## src/rational_arith_reduce_assert.svh

```systemverilog
// ---------------------------------------------------------------------------
// Assertion macros for the rational arithmetic block.
// Shared clocked assertion forms, with and without a synchronous reset disable.
// ---------------------------------------------------------------------------
`ifndef RATIONAL_ARITH_REDUCE_ASSERT_SVH
`define RATIONAL_ARITH_REDUCE_ASSERT_SVH
// Assert an implication on every clock edge outside reset.
`define RAR_ASSERT(label, prop, msg) \
  label: assert property (@(posedge clk) disable iff (rst) (prop)) else $error(msg);
// Assert a property that must also hold during reset.
`define RAR_ASSERT_ALWAYS(label, prop, msg) \
  label: assert property (@(posedge clk) (prop)) else $error(msg);
`endif

```

## src/rar_pkg.sv

```systemverilog
// ---------------------------------------------------------------------------
// rar_pkg
// Shared constants, codes and command/status types of the rational block.
// ---------------------------------------------------------------------------
package rar_pkg;
  localparam int DataWidth = 32;
  localparam int OpWidth   = 3;
  localparam int StWidth   = 2;

  localparam logic [OpWidth-1:0] OP_ADD  = 3'd0;
  localparam logic [OpWidth-1:0] OP_SUB  = 3'd1;
  localparam logic [OpWidth-1:0] OP_MUL  = 3'd2;
  localparam logic [OpWidth-1:0] OP_DIV  = 3'd3;
  localparam logic [OpWidth-1:0] OP_NORM = 3'd4;
  // Spare codes behave as normalize of the first operand.
  localparam logic [OpWidth-1:0] OP_SPARE5 = 3'd5;
  localparam logic [OpWidth-1:0] OP_SPARE6 = 3'd6;
  localparam logic [OpWidth-1:0] OP_SPARE7 = 3'd7;

  localparam logic [StWidth-1:0] ST_OK       = 2'd0;
  localparam logic [StWidth-1:0] ST_ZERO_DEN = 2'd1;
  localparam logic [StWidth-1:0] ST_OVERFLOW = 2'd2;

  // Commands from the controller to the datapath.
  typedef struct packed {
    logic load;     // capture operands
    logic mul1;     // first product pair
    logic mul2;     // second product pair
    logic combine;  // form n and d
    logic gcd_init; // start gcd
    logic gcd_step; // one gcd step
    logic div_init; // start division
    logic div_step; // one quotient bit
    logic finish;   // build result
  } rar_cmd_t;

  // Status from the datapath to the controller.
  typedef struct packed {
    logic gcd_done;
    logic div_done;
  } rar_sts_t;
endpackage

```

## src/rar_ctrl.sv

```systemverilog
// ---------------------------------------------------------------------------
// rar_ctrl
// Sequencer: accept, two products, combine, gcd loop, division, result.
// ---------------------------------------------------------------------------
`include "rational_arith_reduce_assert.svh"
module rar_ctrl (
  input  logic              clk,
  input  logic              rst,
  input  logic              in_valid,
  output logic              in_ready,
  output logic              out_valid,
  input  logic              out_ready,
  output rar_pkg::rar_cmd_t cmd,
  input  rar_pkg::rar_sts_t sts
);
  typedef enum logic [2:0] {
    S_IDLE, S_MUL1, S_MUL2, S_COMB, S_GCD, S_DIV, S_FIN, S_OUT
  } state_t;
  state_t state;
  logic gcd_started;

  assign in_ready = (state == S_IDLE);

  // Commands decode from the state; the first gcd cycle loads the gcd unit.
  always_comb begin
    cmd          = '0;
    cmd.load     = (state == S_IDLE) && in_valid;
    cmd.mul1     = (state == S_MUL1);
    cmd.mul2     = (state == S_MUL2);
    cmd.combine  = (state == S_COMB);
    cmd.gcd_init = (state == S_GCD) && !gcd_started;
    cmd.gcd_step = (state == S_GCD) && gcd_started;
    cmd.div_init = (state == S_GCD) && gcd_started && sts.gcd_done;
    cmd.div_step = (state == S_DIV);
    cmd.finish   = (state == S_FIN);
  end

  // State register and registered output valid.
  always_ff @(posedge clk) begin
    if (rst) begin
      state       <= S_IDLE;
      out_valid   <= 1'b0;
      gcd_started <= 1'b0;
    end else begin
      case (state)
        S_IDLE: if (in_valid) state <= S_MUL1;
        S_MUL1: state <= S_MUL2;
        S_MUL2: state <= S_COMB;
        S_COMB: begin
          state       <= S_GCD;
          gcd_started <= 1'b0;
        end
        S_GCD: begin
          gcd_started <= 1'b1;
          if (gcd_started && sts.gcd_done) state <= S_DIV;
        end
        S_DIV: if (sts.div_done) state <= S_FIN;
        S_FIN: begin
          state     <= S_OUT;
          out_valid <= 1'b1;
        end
        S_OUT: if (out_ready) begin
          out_valid <= 1'b0;
          state     <= S_IDLE;
        end
        default: state <= S_IDLE;
      endcase
    end
  end

  `RAR_ASSERT(a_valid_in_out, out_valid == (state == S_OUT), "out_valid out of step with state")
  `RAR_ASSERT(a_no_accept_busy, (state != S_IDLE) |-> !in_ready, "input taken while busy")
  `RAR_ASSERT(a_fin_to_out, (state == S_FIN) |=> out_valid, "result not presented")
  `RAR_ASSERT_ALWAYS(a_rst_idle, rst |=> (state == S_IDLE && !out_valid), "reset not idle")
endmodule

```

## config.mk

```make
export PLATFORM = sky130hd
export DESIGN_NAME = rar_ctrl
export DESIGN_NICKNAME = d
export VERILOG_FILES = /design/src/rar_pkg.sv /design/src/rar_ctrl.sv
export VERILOG_INCLUDE_DIRS = /design/src /design/src/src
export SDC_FILE = /design/constraint.sdc
export NUM_CORES = 1
export LEC_CHECK = 0
export ABC_AREA = 0
export BUFFER_PORTS_ARGS = -buffer_cell sky130_fd_sc_hd__buf_2
export CAP_MARGIN = 10
export CELL_PAD_IN_SITES_DETAIL_PLACEMENT = 1
export CELL_PAD_IN_SITES_GLOBAL_PLACEMENT = 1
export CORE_AREA = 2 2 39 41
export DETAILED_ROUTE_END_ITERATION = 12
export DIE_AREA = 0 0 41 43
export GPL_TIMING_DRIVEN = 1
export PLACE_DENSITY = 0.74
export SLEW_MARGIN = 20
export SYNTH_ARGS = -nofsm -noshare
export SYNTH_HDL_FRONTEND = slang
export SYNTH_SLANG_ARGS = --single-unit
```

## constraint.sdc

```tcl
create_clock -name clk -period 2.2 [get_ports clk]
set_clock_uncertainty 0.1 [all_clocks]
set_input_delay 0.44 -clock clk [delete_from_list [all_inputs] [get_ports clk]]
set_output_delay 0.44 -clock clk [all_outputs]
set_load 0.01 [all_outputs]
```

==> flow_metrics.env <==
export IMPL_chipWidth_um=41
export IMPL_cell_accounting_for_the_most_synthesized_area="dfxtp_1"
export IMPL_max_fo_critical_path=13
export IMPL_ctsResizeCount=0
export IMPL_layout_nets=67
export IMPL_comb_power_share=0.233
export IMPL_ys_warn_count=0
export IMPL_cts_hold_buf=0
export IMPL_max_clock_freq_mhz=539.4
export IMPL_layout_area_overhead_vs_synth_pct=32.20
export IMPL_largest_cells_by_area_after_synthesis="dfxtp_1 (30%), a21oi_1 (7.6%), buf_6 (6.8%)"
export IMPL_critPathMaxStageDelay_ps=410
export IMPL_yosysUniqueCellTypes=21
export IMPL_power_switching_share=0.3080
export IMPL_crit_end_element="output pin"
export IMPL_cp_arrival_ps=1310
export IMPL_antenna_cells_inserted=0
export IMPL_path_cells="nor3b_1 -> nor2b_1 -> buf_2"
export IMPL_cap_violations=0
export IMPL_crit_path_start_kind="register"
export IMPL_synthCells=42
export IMPL_ys_ff_latch=5
export IMPL_fp_row_count=14
export IMPL_worst_r2r_endpoint="state[0]"
export IMPL_mostFrequentLayoutCell="buf_2"
export IMPL_wl_per_cell_um=11.79
export IMPL_cts_buffer_depth=2
export IMPL_syn_area_per_cell_um2=7.865
export IMPL_seqPwrFrac=0.391
export IMPL_grt_usage=0.1126
export IMPL_setup_repair_after_global_routing_missed_its_margin="false"
export IMPL_first_global_vias=308
export IMPL_grt_max_degree=16
export IMPL_mostFrequentLayoutCells="buf_2 (16), a21oi_1 (5), dfxtp_1 (5), nor2_1 (4)"
export IMPL_reg2regPathDepth=3
export IMPL_holdPathStages=2
export IMPL_dp_slack_ps=601.4
export IMPL_required_time_reported_for_the_critical_path_endpoint_ps=1660
export IMPL_drive_gt1_frac=0.4000
export IMPL_clock_tree_root_cell="clkbuf_4"
export IMPL_worst_slew_margin_rel=0.7458
export IMPL_worst_pin_slew_ps=380.8
export IMPL_yosysTopAreaCellShare=0.3030
export IMPL_totalWireLength_um=896
export IMPL_global_route_congestion_overflow_total=0
export IMPL_placement_io_buffers=16
export IMPL_drc=0
export IMPL_final_setup_tns_ps=0
export IMPL_finalMaxSlewViolations=0
export IMPL_final_period_minus_worst_setup_slack_ps=1854
export IMPL_dpl_hpwl_um=681
export IMPL_io_pins=17
export IMPL_critical_path_class="register to output pin"
export IMPL_synth_seq_area_share=0.3030
export IMPL_power_density_nw_per_um2=650.6
export IMPL_clk_pin_slew_worst_paths_ps=40
export IMPL_antenna_violations_before_repair=0
export IMPL_place_congestion=0.6792
export IMPL_holdPathEnd="state[0]"
export IMPL_finalHoldWorstSlack_ps=349.8
export IMPL_wire_length_of_the_first_global_routing_pass_um=1255
export IMPL_clkSinkCount=5
export IMPL_cts_repair_timing_setup_buffer_count=0
export IMPL_vias_per_cell=4.816
export IMPL_floorplan_initialDensity=0.2387
export IMPL_fp_dieH_um=43
export IMPL_startpoint_of_the_worst_hold_path="rst"
export IMPL_period_share=0.8426
export IMPL_worst_supply_voltage_drop_on_vdd_uv=289.3
export IMPL_setup_viol_count_final=0
export IMPL_placedCellCount=72
export IMPL_p_total_w=0.0002841
export IMPL_path_class_of_the_lowest_slack_min_delay_path="input pin to register"
export IMPL_tritoncts_num_buffers=3
export IMPL_drt_iter0_drc=5
export IMPL_outcome="complete, no violations"
export IMPL_dr_pass1_iters=2
export IMPL_instances_no_fill=76
export IMPL_net_switching_power_w=0.00008751
export IMPL_intPower_w=0.0001966
export IMPL_number_of_levels_the_h_tree_was_split_into=1
export IMPL_cts_tree="done"
export IMPL_floorplan_die_area_um2=1763
export IMPL_r2r_setup_slack_ps=930
export IMPL_regToRegStartpoint="state[1]"
export IMPL_finalWorstSetupSlack_ps=346.2
export IMPL_core_area_um2=1384
export IMPL_power_leakage_nw=0.2079
export IMPL_crit_path_top_delay_cell="dfxtp_1"
export IMPL_drt_antenna_violating_nets=0
export IMPL_hold_violations=0
export IMPL_power_share_clock=0.377
export IMPL_clock_insertion_delay_worst_skew_ps=240
export IMPL_netlist_area_um2=330.3
export IMPL_synthesis_nets=48
export IMPL_vias=366
critical path, delay by kind of cell, from the launching register on:
family / cells / cell delay, ps
DFF: 1 / 410
buffers and inverters: 1 / 140
and+or+nand+nor: 2 / 520
metal layers:
layer  vias up  wire, um  track usage
met2        12       437       0.1625
met4         0        23       0.1000
met3         5        44      0.03141
met1       169       390       0.1258
met5         -         0            0
li1        180         -            -
area by class of cell:
class                   count  area (um^2)
flip-flops and latches      5        100.1
inverters                   2        7.507
fillers                   185        947.2
well taps                  16        20.02
clock buffers               4        26.28
multi-input cells          32        195.2
repair buffers             17        87.58
kinds of logic (layout without fill, tap and decap cells):
logic type             after synthesis  in the layout  synth area share
AND/OR/NAND/NOR                     22             22            0.3825
AO/OA/AOI/OAI                        9              9            0.1780
flip-flops                           5              5            0.3030
buffers and inverters                5             23            0.1060
multiplexers                         1              1           0.03030
through the flow:
step | utilization | area, um^2
detailed placement | 0.2966 | 410.4
global placement | 0.2966 | 410.4
floorplan | - | 330.3
global route | 0.3156 | 436.7
finish | 0.3156 | 436.7
CTS | 0.3156 | 436.7
synthesized netlist by cell type:
| cell type | instances |
|---|---|
| mux2i_1 | 1 |
| nand2b_1 | 1 |
| o21ai_0 | 2 |
| a211o_1 | 1 |
| dfxtp_1 | 5 |
| and3b_2 | 1 |
| nand3_1 | 1 |
| a21oi_1 | 5 |
| nor2_1 | 4 |
| nor3_1 | 3 |
| buf_6 | 2 |
| nand3_2 | 1 |
| buf_2 | 1 |
| a311oi_2 | 1 |
| inv_2 | 1 |
| nand2_1 | 3 |
| and3_1 | 1 |
| inv_1 | 1 |
| nor3b_1 | 3 |
| nor2b_1 | 2 |
| and2_1 | 2 |
worst max path at each step:
stage | start | to | slack, ps
CTS | state[1] | cmd[4] | 340
detailed placement | state[1] | cmd[4] | 600
floorplan | state[0] | cmd[8] | 670
global route | state[1] | cmd[4] | 250
global placement | state[1] | cmd[2] | 670
finish | state[1] | cmd[4] | 350
sequential cells by signal, indices dropped and copies added, names as in the netlist:
| register | count |
|---|---|
| state | 3 |
| out_valid | 1 |
| gcd_started | 1 |
power groups by stage:
stage,registers (W),clock network (W),logic (W)
finish,0.000111,0.000107,0.0000661
global route,0.000113,0.000116,0.0000736
CTS,0.000111,0.000111,0.0000673
detailed placement,0.000113,0,0.0000668
global placement,0.000112,0,0.0000652
floorplan,0.000104,0,0.0000542
Note: power is estimated with default switching activity, not from simulation.
